$ cat src/rtl/tccw_pkg.sv
package tccw_pkg;

    // default screen geometry
    localparam int DEF_COLUMNS  = 80;
    localparam int DEF_ROWS     = 25;
    localparam int DEF_TAB_STOP = 8;

    // cell and port widths
    localparam int CELL_W = 16;
    localparam int POS_W  = 11;

    // attribute after reset: white on black
    localparam logic [7:0] ATTR_RESET = 8'h0F;

    // item modes
    localparam logic [1:0] MODE_PUT   = 2'd0;
    localparam logic [1:0] MODE_CLEAR = 2'd1;
    localparam logic [1:0] MODE_READ  = 2'd2;

    // character codes
    localparam logic [7:0] CH_BACKSPACE  = 8'h08;
    localparam logic [7:0] CH_TAB        = 8'h09;
    localparam logic [7:0] CH_LF         = 8'h0A;
    localparam logic [7:0] CH_CR         = 8'h0D;
    localparam logic [7:0] CH_SPACE      = 8'h20;
    localparam logic [7:0] CH_LAST_PRINT = 8'h7F;

    // input beat
    typedef struct packed {
        logic [1:0]       mode;
        logic [7:0]       char_code;
        logic [POS_W-1:0] read_index;
    } in_beat_t;

    // result beat
    typedef struct packed {
        logic [POS_W-1:0]  cursor_position;
        logic [CELL_W-1:0] cell_value;
        logic              did_scroll;
    } out_beat_t;

    // outcome of one put, from the cursor unit to the sequencer
    typedef struct packed {
        logic write_cell;
        logic scroll;
    } cur_flags_t;

endpackage

$ cat src/rtl/tccw_cursor.sv
module tccw_cursor
    import tccw_pkg::*;
#(
    parameter int COLUMNS  = DEF_COLUMNS,
    parameter int ROWS     = DEF_ROWS,
    parameter int TAB_STOP = DEF_TAB_STOP
) (
    input  logic                        aclk,
    input  logic                        aresetn,
    input  logic                        put_en,
    input  logic                        home_en,
    input  logic [7:0]                  char_code,
    output logic [$clog2(COLUMNS)-1:0]  col,
    output logic [$clog2(ROWS)-1:0]     row,
    output cur_flags_t                  flags
);

    localparam int CW   = $clog2(COLUMNS);
    localparam int RW   = $clog2(ROWS);
    localparam int RW1  = RW + 1;
    localparam int PW   = $clog2(TAB_STOP);
    localparam int TMPW = $clog2(COLUMNS + TAB_STOP);

    localparam logic [TMPW-1:0] COLS_T   = TMPW'(COLUMNS);
    localparam logic [TMPW-1:0] TS_T     = TMPW'(TAB_STOP);
    localparam logic [PW-1:0]   PH_LAST  = PW'(TAB_STOP - 1);
    localparam logic [RW1-1:0]  ROWS_T   = RW1'(ROWS);
    localparam logic [RW-1:0]   ROW_LAST = RW'(ROWS - 1);

    logic [CW-1:0]   col_reg,   col_next;
    logic [RW-1:0]   row_reg,   row_next;
    logic [PW-1:0]   phase_reg, phase_next;   // column modulo the tab stop

    logic [TMPW-1:0] col_tmp;
    logic [PW-1:0]   phase_tmp;
    logic            row_inc;
    logic [RW1-1:0]  row_tmp;
    logic            printable;
    logic            scroll;

    // cursor move for the current character
    always_comb begin
        col_tmp   = TMPW'(col_reg);
        phase_tmp = phase_reg;
        row_inc   = 1'b0;
        printable = (char_code >= CH_SPACE) && (char_code <= CH_LAST_PRINT);

        priority if (char_code == CH_BACKSPACE) begin
            if (col_reg != '0) begin
                col_tmp   = TMPW'(col_reg) - TMPW'(1);
                phase_tmp = (phase_reg == '0) ? PH_LAST : phase_reg - PW'(1);
            end
        end else if (char_code == CH_TAB) begin
            col_tmp   = TMPW'(col_reg) + TS_T - TMPW'(phase_reg);
            phase_tmp = '0;
        end else if (char_code == CH_CR) begin
            col_tmp   = '0;
            phase_tmp = '0;
        end else if (char_code == CH_LF) begin
            col_tmp   = '0;
            phase_tmp = '0;
            row_inc   = 1'b1;
        end else if (printable) begin
            col_tmp   = TMPW'(col_reg) + TMPW'(1);
            phase_tmp = (phase_reg == PH_LAST) ? '0 : phase_reg + PW'(1);
        end

        // wrap past the last column
        if (col_tmp >= COLS_T) begin
            col_tmp   = '0;
            phase_tmp = '0;
            row_inc   = 1'b1;
        end

        // past the last row the screen scrolls
        row_tmp = RW1'(row_reg) + RW1'(row_inc);
        scroll  = (row_tmp >= ROWS_T);
    end

    // next cursor state
    always_comb begin
        col_next   = col_reg;
        row_next   = row_reg;
        phase_next = phase_reg;
        if (home_en) begin
            col_next   = '0;
            row_next   = '0;
            phase_next = '0;
        end else if (put_en) begin
            col_next   = col_tmp[CW-1:0];
            row_next   = scroll ? ROW_LAST : row_tmp[RW-1:0];
            phase_next = phase_tmp;
        end
    end

    always_ff @(posedge aclk) begin
        if (!aresetn) begin
            col_reg   <= '0;
            row_reg   <= '0;
            phase_reg <= '0;
        end else begin
            col_reg   <= col_next;
            row_reg   <= row_next;
            phase_reg <= phase_next;
        end
    end

    assign col              = col_reg;
    assign row              = row_reg;
    assign flags.write_cell = printable;
    assign flags.scroll     = scroll;

endmodule

$ cat config.mk
export PLATFORM = sky130hd
export DESIGN_NAME = tccw_cursor
export DESIGN_NICKNAME = d
export VERILOG_FILES = /design/src/rtl/tccw_pkg.sv /design/src/rtl/tccw_cursor.sv
export SDC_FILE = /design/constraint.sdc
export NUM_CORES = 1
export LEC_CHECK = 0
export BUFFER_PORTS_ARGS = -buffer_cell sky130_fd_sc_hd__buf_2
export CAP_MARGIN = 0
export CELL_PAD_IN_SITES_DETAIL_PLACEMENT = 1
export CELL_PAD_IN_SITES_GLOBAL_PLACEMENT = 2
export CORE_ASPECT_RATIO = 0.5
export CORE_MARGIN = 8
export CORE_UTILIZATION = 30
export CTS_CLUSTER_SIZE = 30
export DETAILED_ROUTE_END_ITERATION = 8
export PLACE_DENSITY_LB_ADDON = 0.1
export SLEW_MARGIN = 10
export SYNTH_ARGS = -nofsm -noshare
export SYNTH_HDL_FRONTEND = slang
export SYNTH_SLANG_ARGS = --single-unit
$ cat constraint.sdc
create_clock -name aclk -period 4.3 [get_ports aclk]
set_clock_uncertainty 0.2 [all_clocks]
set_input_delay 0.645 -clock aclk [delete_from_list [all_inputs] [get_ports aclk]]
set_output_delay 0.645 -clock aclk [all_outputs]
set_load 0.05 [all_outputs]
# Word-level counts from Yosys, hierarchy flattened
# Cells that the tools add are included.
dict set report op_classes {
  add_sub_neg 7
  n_mul 0
  div 0
  n_lt_le_gt_ge 4
  n_eq_ne 6
  shift 0
  muxes 22
  bitwise 1
  reduce_logical 6
}
# op count
set op_table {}
lappend op_table {{$mux W7} 7}
lappend op_table {{$eq A8 B4 Y1 const B} 4}
lappend op_table {{$mux W3} 9}
lappend op_table {{$ge A8 B6 Y1 const B} 1}
lappend op_table {{$le A8 B7 Y1 const B} 1}
lappend op_table {{$add A7 B1 Y7 const B} 1}
lappend op_table {{$add A7 B4 Y7 const B} 1}
lappend op_table {{$ge A7 B7 Y1 const B} 1}
lappend op_table {{$reduce_bool A7 Y1} 1}
lappend op_table {{$sub A7 B1 Y7 const B} 1}
lappend op_table {{$sub A7 B3 Y7} 1}
lappend op_table {{$add A5 B1 Y6} 1}
lappend op_table {{$ge A6 B5 Y1 const B} 1}
lappend op_table {{$reduce_bool A6 Y1} 1}
lappend op_table {{$mux W1} 5}
lappend op_table {{$mux W5} 1}
lappend op_table {{$add A3 B1 Y3 const B} 1}
lappend op_table {{$eq A3 B3 Y1 const B} 1}
lappend op_table {{$logic_not A3 Y1} 1}
lappend op_table {{$ne A3 B1 Y1 const B} 1}
lappend op_table {{$reduce_and A3 Y1} 1}
lappend op_table {{$sub A3 B1 Y3 const B} 1}
lappend op_table {{$reduce_or A2 Y1} 1}
lappend op_table {{$logic_and A1 B1 Y1} 1}
lappend op_table {{$not A1 Y1} 1}
dict set report word_totals {
  ff_bits 15
  latchBits 0
  ram_bits 0
  romBits 0
  input_bits 12
  output_inout_bits 14
  wordCells 49
  mem_count 0
}

# Depth between registers and ports, before layout
# Gate-level depths: netlist (run 1).
dict set report depth {
  word_depth 12
  depth_mapped 20
  depth_no_buf 20
}

# Least setup slack after synthesis (run 1)
# OpenSTA, ideal clock, no wires.
dict set report synth_path {
  kind {register to output}
  startpoint {register col_reg[0], in the netlist col[0]}
  endpoint {output flags[0] in the netlist's numbering}
  arrival_ns 3.823
  path_slack_ns -0.368
  stages_incl_launch_ff 21
  cell_sequence {dfxtp_1 inv_1 ha_1 inv_1 ha_1 inv_1 fa_1 nor2b_1 or4_1 a31oi_1 o22ai_1 a21boi_1 o22ai_1 ha_1 ha_1 nor2_1 o211ai_1 o2111ai_1 o21a_1 inv_1 buf_4}
}
dict set report synth_via {
  elab_chain_len 10
}
# item line
set synth_rtl {}
lappend synth_rtl {{from (decl)} tccw_cursor.sv:30} ;# logic [CW-1:0] col_reg, col_next;
lappend synth_rtl {{from (signal assigned)} tccw_cursor.sv:102} ;# col_reg <= col_next;
lappend synth_rtl {{branches (longest 5 deep; another with $add A7 B4 Y7)} --}
lappend synth_rtl {{$mux W7 (*)} tccw_cursor.sv:48} ;# priority if (char_code == CH_BACKSPACE) begin
lappend synth_rtl {{$ge A7 B7 Y1 (*)} tccw_cursor.sv:69} ;# if (col_tmp >= COLS_T) begin
lappend synth_rtl {{$mux W1 (*)} tccw_cursor.sv:69}
lappend synth_rtl {{$add A5 B1 Y6 (*)} tccw_cursor.sv:76} ;# row_tmp = RW1'(row_reg) + RW1'(row_inc);
lappend synth_rtl {{$ge A6 B5 Y1 (*)} tccw_cursor.sv:77} ;# scroll = (row_tmp >= ROWS_T);
lappend synth_rtl {{to (decl)} tccw_cursor.sv:15} ;# output cur_flags_t flags
# Every way passes the cells marked *.

==> results of run 1 <==
## metrics by stage
step / TNS [ns] / instances
4_1_cts: -0.2162 / 357
3_5_place_dp: -0.3488 / 351
3_3_place_gp: -0.1148 / 351
5_1_grt: -0.2432 / 361
6_report: -0.1109 / 361
2_1_floorplan: 0 / 234
## cells by family after synthesis
family,after synthesis,share of synthesized area
flops,15,0.1709
xor+xnor,7,0.03490
simple gates,90,0.2942
fa+ha+maj,18,0.1325
mux,2,0.01282
compound gates,73,0.2863
buf+inv,29,0.06837
## final cells by class
type	count	area share
multi-input cells	190	0.6128
repair buffers	62	0.1673
flip-flops and latches	15	0.1252
well taps	73	0.03700
clock buffers	4	0.03193
inverters	17	0.02585
## power groups by stage
stage                     registers [W]  clock network [W]   logic, W
after floorplan                0.000149                  0  0.0000474
after global placement         0.000144                  0  0.0000860
after detailed placement       0.000144                  0  0.0000872
after CTS                      0.000141           0.000186  0.0000903
after global routing           0.000142           0.000195   0.000102
final                          0.000142           0.000185  0.0000954
## layout by cell type, fill, tap and decap left out, drive strengths merged, types with 6 or more instances in the layout
cell type / synthesis / layout
nand2b: 6 / 6
o21ai: 12 / 12
dfxtp: 15 / 15
a21oi: 15 / 15
nand2: 20 / 20
a31oi: 8 / 8
nor2: 13 / 13
ha: 17 / 17
nor3: 9 / 9
inv: 17 / 17
buf: 5 / 62
nand3: 10 / 10
## worst max-delay path, cell delays in order, from the launching register on
cell and delay [ns]:
dfxtp_4 0.33, inv_1 0.07, ha_2 0.17, inv_2 0.04
ha_4 0.15, buf_4 0.13, buf_4 0.13, a21o_1 0.15
a21o_1 0.20, buf_6 0.13, a311oi_2 0.19, a21o_1 0.22
a21boi_4 0.10, o22ai_4 0.18, ha_4 0.18, ha_4 0.20
nor2_4 0.13, o211ai_1 0.10, o2111ai_1 0.12, o21a_1 0.17
inv_1 0.05, buf_6 0.14
## cell usage after synthesis (all sizes together) (6+ instances only)
master  count
nand2      20
ha         17
inv        17
a21oi      15
dfxtp      15
nor2       13
o21ai      12
nand3      10
nor3        9
a31oi       8
clkbuf      7
nand2b      6
## path summary, 6_finish.rpt
kind | start | end | depth (start not counted)
min reg2reg | row[0]$_SDFFE_PP0P_ | row[0]$_SDFFE_PP0P_ | 2
min | row[0]$_SDFFE_PP0P_ | row[0]$_SDFFE_PP0P_ | 2
max reg2reg | phase_reg[1]$_SDFFE_PP0P_ | row[2]$_SDFFE_PP0P_ | 21
max | col[0]$_SDFFE_PP0P_ | flags[0] | 21
## timing repair
action / 4_1_cts / 5_1_grt
endpoints found under the setup margin: 1 / 1
pin swaps: 12 / 16
hold buffers: 0 / 0
buffers inserted: 2 / 5
gates cloned: 0 / 0
resized for setup: 17 / 18
## layer usage
metal | part of all wire | wire length (µm) | vias up
met5 | 0 | 0 | -
met4 | 0.012 | 89 | 0
met3 | 0.045 | 324 | 11
met2 | 0.45 | 3201 | 55
met1 | 0.49 | 3506 | 1020
li1 | - | - | 986
==> results.py, run 1 <==
metrics = {
    "detailed_routing": {
        "drt-initial-drc-count": 96,
        "wl_per_cell_um": 19.73,
        "via_count": 2072,
        "antenna_left": 0,
        "firstDrtPassIters": 4,
        "routed_via_density": 5.740,
        "finalWirelength_mm": 7.121,
        "drc_errors": 0,
    },
    "yosys": {
        "synth_area_leader_cell": "dfxtp_1",
        "syn_avg_cell_area_um2": 7.507,
        "yosysTopAreaCellShare": 0.1709,
        "yosysWarnings": 0,
        "synth-main-ff-cell": "dfxtp_1",
        "synthArstFlopShare": 0,
        "synth_cells": 234,
        "synth_area_um2": 1757,
        "synth_area_leaders": "dfxtp_1, ha_1, a21oi_1",
        "yosysUniqueCellTypes": 62,
        "synth_seq_cells": 15,
        "synth_edf_count": 0,
        "ys_seq_area_frac": 0.1709,
        "synth_nets": 264,
    },
    "layout": {
        "nets": 319,
        "stdcell_area_um2": 2469,
        "diodes": 0,
        "fill_cells": 691,
        "areaGrowthSynthToFinish_pct": 40.53,
        "regArea_um2": 309.0,
        "multiInputGateArea_um2": 1513,
        "drive_gt1_frac": 0.3715,
        "largest_reg_flops": 7,
        "final_core_util": 0.4438,
    },
    "status": {
        "status": "complete, but fails checks",
        "violations": "negative setup slack",
    },
    "sta": {
        "finalHoldViolations": 0,
        "fmax_mhz": 226.7,
        "slew_viol_final": 0,
        "slew_headroom": 0.6051,
        "min_period_ns": 4.411,
        "fin_hold_ws_ns": 0.3391,
        "fin_crit_sh": 1.026,
        "rsz0062_at_grt": "yes",
        "tightest_slew_ns": 0.5902,
        "fin_ws_ns": -0.1109,
        "finalSetupViolCount": 1,
    },
    "power": {
        "power.switching_w": 0.0001183,
        "p_leak_nw": 1.043,
        "powerDensity_nw_per_um2": 170.8,
        "switching_share": 0.2806,
        "p_int_w": 0.0003032,
        "irDropWorstVdd_uv": 149.1,
        "pwr-share-clk": 0.438,
        "pwr-share-comb": 0.226,
        "power.total_w": 0.0004215,
        "p_seq_frac": 0.336,
    },
    "clocking": {
        "clkSinkCount": 15,
        "insertion_delay_ns": 0.25,
        "htree_levels": 1,
        "clockBufferDepth": 2,
        "cts-buffers-inserted": 3,
        "path_clk_slew_ns": 0.05,
        "cts_tree": "built",
        "clockRootBuffer": "clkbuf_16",
    },
    "grt": {
        "grt_overflow": 0,
        "grt_usage": 0.1550,
        "grt_max_degree": 14,
        "antenna_found_initial": 0,
        "met1_usage": 0.2093,
        "grt_first_pass_wirelength_mm": 11.20,
        "met3_usage": 0.02033,
        "grt-busiest-layer": "met2",
        "grt_pass1_vias": 2141,
        "grt_use_met2": 0.2518,
    },
    "setup_path": {
        "critPathRequiredTime_ns": 3.45,
        "critPathLaunchType": "flop",
        "critPathArrivalTime_ns": 3.57,
        "cp_max_fo": 3,
        "end_kind": "primary output",
        "criticalPathCategory": "flop to primary output",
        "regToRegSetupSlack_ns": 0.44,
    },
    "placement": {
        "portBuffers": 25,
        "placed_area_um2": 2161,
        "dp_hpwl_mm": 5.515,
        "globalplace.congestion": 0.8175,
        "place_ws_ns": -0.3488,
    },
    "floorplanning": {
        "start_util": 0.3158,
        "top_level_ports": 26,
        "num_rows": 19,
        "coreArea_um2": 5563,
        "die-width_um": 124.2,
        "die_h_um": 70.11,
        "design.die.area_um2": 8709,
    },
    "worst_hold_path": {
        "worstHoldPathType": "flop to flop",
    },
    "flow_run": {
        "cap_violations": 0,
    },
}
(Power assumes the default switching activity.)
==> run 2, diff against run 1 <==
==> constraint.sdc (replaced) <==
create_clock -name aclk -period 4.3 [get_ports aclk]
set_clock_uncertainty 0.2 [all_clocks]
set_input_delay 0.645 -clock aclk [delete_from_list [all_inputs] [get_ports aclk]]
set_output_delay 0.645 -clock aclk [all_outputs]
set_load 0.1 [all_outputs]
==> results.py, run 2 (synthesis results as in run 1) <==
metrics = {
    "status": {
        "status": "complete, but fails checks",
        "violations": "negative setup slack",
    },
    "layout": {
        "nets": 309,
        "multiInputGateArea_um2": 1440,
        "areaGrowthSynthToFinish_pct": 33.05,
        "drive_gt1_frac": 0.3417,
        "fill_cells": 710,
        "largest_reg_flops": 7,
        "stdcell_area_um2": 2337,
        "final_cell_mix": "buf_4, buf_2, nand2_1",
        "regArea_um2": 320.3,
        "diodes": 0,
        "layout_commonest_cell": "buf_4",
    },
    "sta": {
        "slew_headroom": 0.6241,
        "tightest_slew_ns": 0.5617,
        "fin_crit_sh": 1.021,
        "fmax_mhz": 227.7,
        "slew_viol_final": 0,
        "min_period_ns": 4.391,
        "setup-tns-final_ns": -0.09120,
        "fin_ws_ns": -0.09120,
        "finalHoldViolations": 0,
        "rsz0062_at_grt": "yes",
        "fin_hold_ws_ns": 0.3050,
        "finalSetupViolCount": 1,
    },
    "placement": {
        "portBuffers": 25,
        "placed_area_um2": 2168,
        "globalplace.congestion": 0.8704,
        "dp_hpwl_mm": 5.463,
        "place_ws_ns": -0.09702,
    },
    "power": {
        "powerDensity_nw_per_um2": 177.3,
        "irDropWorstVdd_uv": 157.3,
        "power.total_w": 0.0004145,
        "p_leak_nw": 0.9943,
    },
    "floorplanning": {
        "num_rows": 19,
        "start_util": 0.3158,
        "coreArea_um2": 5563,
        "design.die.area_um2": 8709,
        "die-width_um": 124.2,
        "top_level_ports": 26,
        "die_h_um": 70.11,
    },
    "flow_run": {
        "cap_violations": 0,
    },
    "setup_path": {
        "end_kind": "primary output",
        "critPathLaunchType": "flop",
        "critPathArrivalTime_ns": 3.55,
        "timing.rr.start": "phase_reg[1]$_SDFFE_PP0P_",
        "cp_max_fo": 3,
        "critPathRequiredTime_ns": 3.45,
        "criticalPathCategory": "flop to primary output",
        "startpoint": "phase_reg[1]$_SDFFE_PP0P_",
    },
    "clocking": {
        "cts_tree": "built",
        "htree_levels": 1,
        "clkSinkCount": 15,
        "clockRootBuffer": "clkbuf_16",
        "insertion_delay_ns": 0.24,
        "path_clk_slew_ns": 0.05,
        "clockBufferDepth": 2,
        "cts-buffers-inserted": 3,
    },
    "detailed_routing": {
        "firstDrtPassIters": 4,
        "antenna_left": 0,
        "finalWirelength_mm": 6.624,
        "routed_via_density": 5.496,
        "wl_per_cell_um": 18.87,
        "drc_errors": 0,
        "drt-initial-drc-count": 62,
        "via_count": 1929,
    },
    "grt": {
        "grt_first_pass_wirelength_mm": 10.66,
        "grt_pass1_vias": 1966,
        "grt_overflow": 0,
        "grt_usage": 0.1471,
        "antenna_found_initial": 0,
        "grt_max_degree": 14,
    },
    "worst_hold_path": {
        "min_from": "row[0]$_SDFFE_PP0P_",
        "worstHoldPathType": "flop to flop",
    },
}
==> run 2: worst max-delay path, cell delays in order (launching register included) <==
cell,delay [ns]
dfxtp_2,0.32
inv_2,0.05
ha_4,0.26
ha_4,0.12
inv_2,0.03
fa_2,0.36
nor2b_4,0.14
or4_1,0.11
a31oi_1,0.07
o22ai_1,0.26
a21boi_4,0.24
o22ai_2,0.09
ha_2,0.21
ha_4,0.28
nor2_4,0.04
o211ai_1,0.18
o2111ai_1,0.14
o21a_1,0.15
inv_2,0.07
buf_12,0.17
==> run 2: through the flow <==
| step | util | cells |
|---|---|---|
| finish | 0.4202 | 351 |
| global route | 0.4202 | 351 |
| CTS | 0.4161 | 350 |
| detailed placement | 0.3898 | 343 |
| global placement | 0.3898 | 343 |
| floorplan | - | 234 |
==> run 2: power by group <==
part           switching [W]  leakage, nW   total, W  internal (W)
Sequential        0.00000116        0.126   0.000140      0.000139
Combinational      0.0000619        0.830  0.0000968     0.0000349
Clock              0.0000522       0.0382   0.000177      0.000125
Total               0.000115        0.994   0.000414      0.000299
==> run 2: worst paths after layout <==
kind / slack [ns] / cells after the start / end
worst min-delay path: 0.31 / 2 / row[0]$_SDFFE_PP0P_
worst min register to register: 0.31 / 2 / row[0]$_SDFFE_PP0P_
worst max register to register: 0.59 / 20 / row[2]$_SDFFE_PP0P_
worst max-delay path: -0.09 / 19 / flags[0]
==> run 2: cell type report <==
type	instances	area share
clock buffers	4	0.03373
flip-flops and latches	15	0.1370
well taps	73	0.03908
repair buffers	52	0.1467
multi-input cells	190	0.6162
inverters	17	0.02730
==> run 2: what timing repair did <==
| item | CTS | global route |
|---|---|---|
| hold buffers | 0 | 0 |
| pin swaps | 12 | 6 |
| setup endpoints to repair | 1 | 1 |
| setup buffers | 3 | 1 |
| gates resized for setup | 12 | 2 |
==> run 2: routing by layer <==
layer | vias to the layer above | global-route usage | wire, µm
met5 | - | 0 | 0
met4 | 0 | 0.01722 | 13
met3 | 2 | 0.03614 | 356
met2 | 34 | 0.2294 | 2846
met1 | 926 | 0.2034 | 3408
li1 | 967 | - | -
==> run 3, diff against run 2 <==
--- a/config.mk
+++ b/config.mk
@@ -5,13 +5,14 @@
 export SDC_FILE = /design/constraint.sdc
 export NUM_CORES = 1
 export LEC_CHECK = 0
+export ABC_AREA = 1
 export BUFFER_PORTS_ARGS = -buffer_cell sky130_fd_sc_hd__buf_2
 export CAP_MARGIN = 0
 export CELL_PAD_IN_SITES_DETAIL_PLACEMENT = 1
 export CELL_PAD_IN_SITES_GLOBAL_PLACEMENT = 2
 export CORE_ASPECT_RATIO = 0.5
 export CORE_MARGIN = 8
-export CORE_UTILIZATION = 30
+export CORE_UTILIZATION = 27
 export CTS_CLUSTER_SIZE = 30
 export DETAILED_ROUTE_END_ITERATION = 8
 export PLACE_DENSITY_LB_ADDON = 0.1
==> results.py, run 3 <==
metrics = {
    "floorplanning": {
        "num_rows": 20,
        "die-width_um": 126.4,
        "top_level_ports": 26,
        "design.die.area_um2": 9005,
        "die_h_um": 71.22,
        "start_util": 0.2753,
        "coreArea_um2": 5981,
    },
    "power": {
        "p_leak_nw": 1.023,
        "p_int_w": 0.0003085,
        "pwr-share-clk": 0.418,
        "powerDensity_nw_per_um2": 211.4,
        "p_seq_frac": 0.315,
        "power.switching_w": 0.0001608,
        "irDropWorstVdd_uv": 97.20,
        "pwr-share-comb": 0.266,
        "switching_share": 0.3427,
    },
    "yosys": {
        "yosysWarnings": 0,
        "yosysMostFrequentCell": "nand2_1",
        "synth_nets": 288,
        "syn_avg_cell_area_um2": 6.382,
        "synth_area_um2": 1647,
        "synth_cells": 258,
        "synthArstFlopShare": 0,
        "synth_seq_cells": 15,
        "synth_area_leaders": "dfxtp_1, nand2_1, ha_1",
        "synth_area_leader_cell": "dfxtp_1",
        "ys_seq_area_frac": 0.1824,
        "netlist_top_cells_count": "nand2_1, inv_1, nand3_1",
        "yosysTopAreaCellShare": 0.1824,
        "yosysUniqueCellTypes": 33,
        "synth-main-ff-cell": "dfxtp_1",
        "synth_edf_count": 0,
    },
    "setup_path": {
        "startpoint": "phase_reg[1]$_SDFFE_PP0P_",
        "critPathLaunchType": "flop",
        "critPathRequiredTime_ns": 3.45,
        "regToRegSetupSlack_ns": 0.81,
        "timing.rr.start": "phase_reg[1]$_SDFFE_PP0P_",
        "r2r_end": "row[0]$_SDFFE_PP0P_",
        "slowest_stage": "dfxtp_2",
        "max_stage_delay_ns": 0.36,
        "end_kind": "primary output",
        "path_buf_inv": 5,
        "rr_worst_depth": 24,
        "cp_max_fo": 4,
        "critPathArrivalTime_ns": 3.35,
        "crit_family": "adder cells",
        "worstPathCellList": "inv_4, ha_4, ha_4, inv_4, fa_2, inv_2, nand2_4, nand3_2, nand2_1, nand2_1, nand2_1, nand3_2, nand2_2, nand2_4, nand2_8, o21ai_2, ha_2, ha_4, nand3_2, xor2_2, o31ai_2, buf_4, buf_12",
        "criticalPathCategory": "flop to primary output",
    },
    "sta": {
        "finalSetupViolCount": 0,
        "finalHoldViolations": 0,
        "slew_viol_final": 0,
        "slew_headroom": 0.4735,
        "rsz0062_at_grt": "yes",
        "min_period_ns": 4.197,
        "fin_ws_ns": 0.1029,
        "fin_crit_sh": 0.9761,
        "tightest_slew_ns": 0.7869,
        "fmax_mhz": 238.3,
    },
    "clocking": {
        "cts-buffers-inserted": 3,
        "htree_levels": 1,
        "insertion_delay_ns": 0.26,
        "clockRootBuffer": "clkbuf_16",
        "clockBufferDepth": 2,
        "clkSinkCount": 15,
        "postCtsHoldBufs": 0,
        "path_clk_slew_ns": 0.06,
        "cts_tree": "built",
    },
    "detailed_routing": {
        "drc_errors": 0,
        "via_count": 1816,
        "wl_per_cell_um": 16.48,
        "finalWirelength_mm": 6.214,
        "drt-initial-drc-count": 117,
        "firstDrtPassIters": 4,
        "routed_via_density": 4.817,
        "antenna_left": 0,
    },
    "grt": {
        "grt_overflow": 0,
        "grt_first_pass_wirelength_mm": 10.05,
        "met3_usage": 0.02221,
        "grt_usage": 0.1395,
        "grt_use_met2": 0.2300,
        "antenna_found_initial": 0,
        "grt_pass1_vias": 1952,
        "grt-busiest-layer": "met2",
        "met1_usage": 0.1875,
        "grt_max_degree": 18,
    },
    "layout": {
        "layout_commonest_cell": "nand2_1",
        "drive_gt1_frac": 0.3100,
        "largest_reg_flops": 7,
        "final_cells": 377,
        "diodes": 0,
        "nets": 331,
        "final_cell_mix": "nand2_1, inv_1, buf_2",
        "areaGrowthSynthToFinish_pct": 34.80,
        "final_core_util": 0.3711,
    },
    "flow_run": {
        "cap_violations": 0,
    },
    "placement": {
        "dp_cells": 366,
        "dp_hpwl_mm": 4.937,
        "globalplace.congestion": 0.8670,
        "place_ws_ns": 0.1457,
        "portBuffers": 25,
    },
    "worst_hold_path": {
        "worstHoldPathType": "flop to flop",
        "hold_depth": 2,
        "min_from": "row[0]$_SDFFE_PP0P_",
        "min_to": "row[0]$_SDFFE_PP0P_",
    },
    "status": {
        "status": "complete, no violations",
    },
}
## run 3: power by group through the flow
stage | registers, W | logic, W | clock network [W]
2_1_floorplan | 0.000166 | 0.0000638 | 0
3_3_place_gp | 0.000151 | 0.000111 | 0
3_5_place_dp | 0.000151 | 0.000111 | 0
4_1_cts | 0.000148 | 0.000117 | 0.000200
5_1_grt | 0.000148 | 0.000138 | 0.000206
6_report | 0.000148 | 0.000125 | 0.000196
## run 3: how the worst max path moves through the flow
stage	end	slack, ns	cells past startpoint
2_1_floorplan	flags[0]	0.02	23
3_3_place_gp	flags[0]	0.23	24
3_5_place_dp	flags[0]	0.15	23
4_1_cts	flags[0]	0.03	23
5_1_grt	flags[0]	-0.08	23
6_report	flags[0]	0.10	23
## run 3: cell families (layout without fill, tap and decap cells)
| family | count (synthesis) | count (layout) | share of synthesized area |
|---|---|---|---|
| buffers and inverters | 40 | 82 | 0.09650 |
| AND/OR/NAND/NOR | 134 | 134 | 0.3906 |
| XOR/XNOR | 8 | 8 | 0.04255 |
| flip-flops | 15 | 15 | 0.1824 |
| AO/OA/AOI/OAI | 43 | 43 | 0.1466 |
| adder cells (fa/ha/maj) | 18 | 18 | 0.1413 |
## run 3: per-layer routing
layer,up-vias,wire length (µm)
li1,932,-
met1,855,3151
met2,24,2835
met3,5,182
met4,0,44
met5,-,0
## run 3: layout make-up
class / count / area, µm²
Fill cell: 772 / 3761
Timing Repair Buffer: 42 / 267.8
Clock buffer: 3 / 75.07
Sequential cell: 15 / 315.3
Clock inverter: 1 / 7.507
Tap cell: 77 / 96.34
Inverter: 36 / 140.1
Multi-Input combinational cell: 203 / 1318
## run 3: tightest hold or removal path: stages (launching register included)
cell,delay [ns]
dfxtp_1,0.33
nand2_1,0.07
a21oi_1,0.06
## run 3: through the flow
| stage | area (µm²) | hold slack (ns) | power [W] | setup TNS (ns) |
|---|---|---|---|---|
| CTS | 2106 | 0.3278 | 0.0004647 | 0 |
| global route | 2220 | 0.3485 | 0.0004922 | -0.08364 |
| floorplan | 1682 | 0.3230 | 0.0002302 | 0 |
| global placement | 1969 | 0.2984 | 0.0002617 | 0 |
| detailed placement | 1969 | 0.3181 | 0.0002626 | 0 |
| finish | 2220 | 0.3171 | 0.0004693 | 0 |
## run 3: what timing repair did
item / in CTS / in global routing
endpoints found under the setup margin: 1 / 1
setup buffers: 4 / 3
pin swaps: 4 / 8
gates resized for setup: 10 / 15
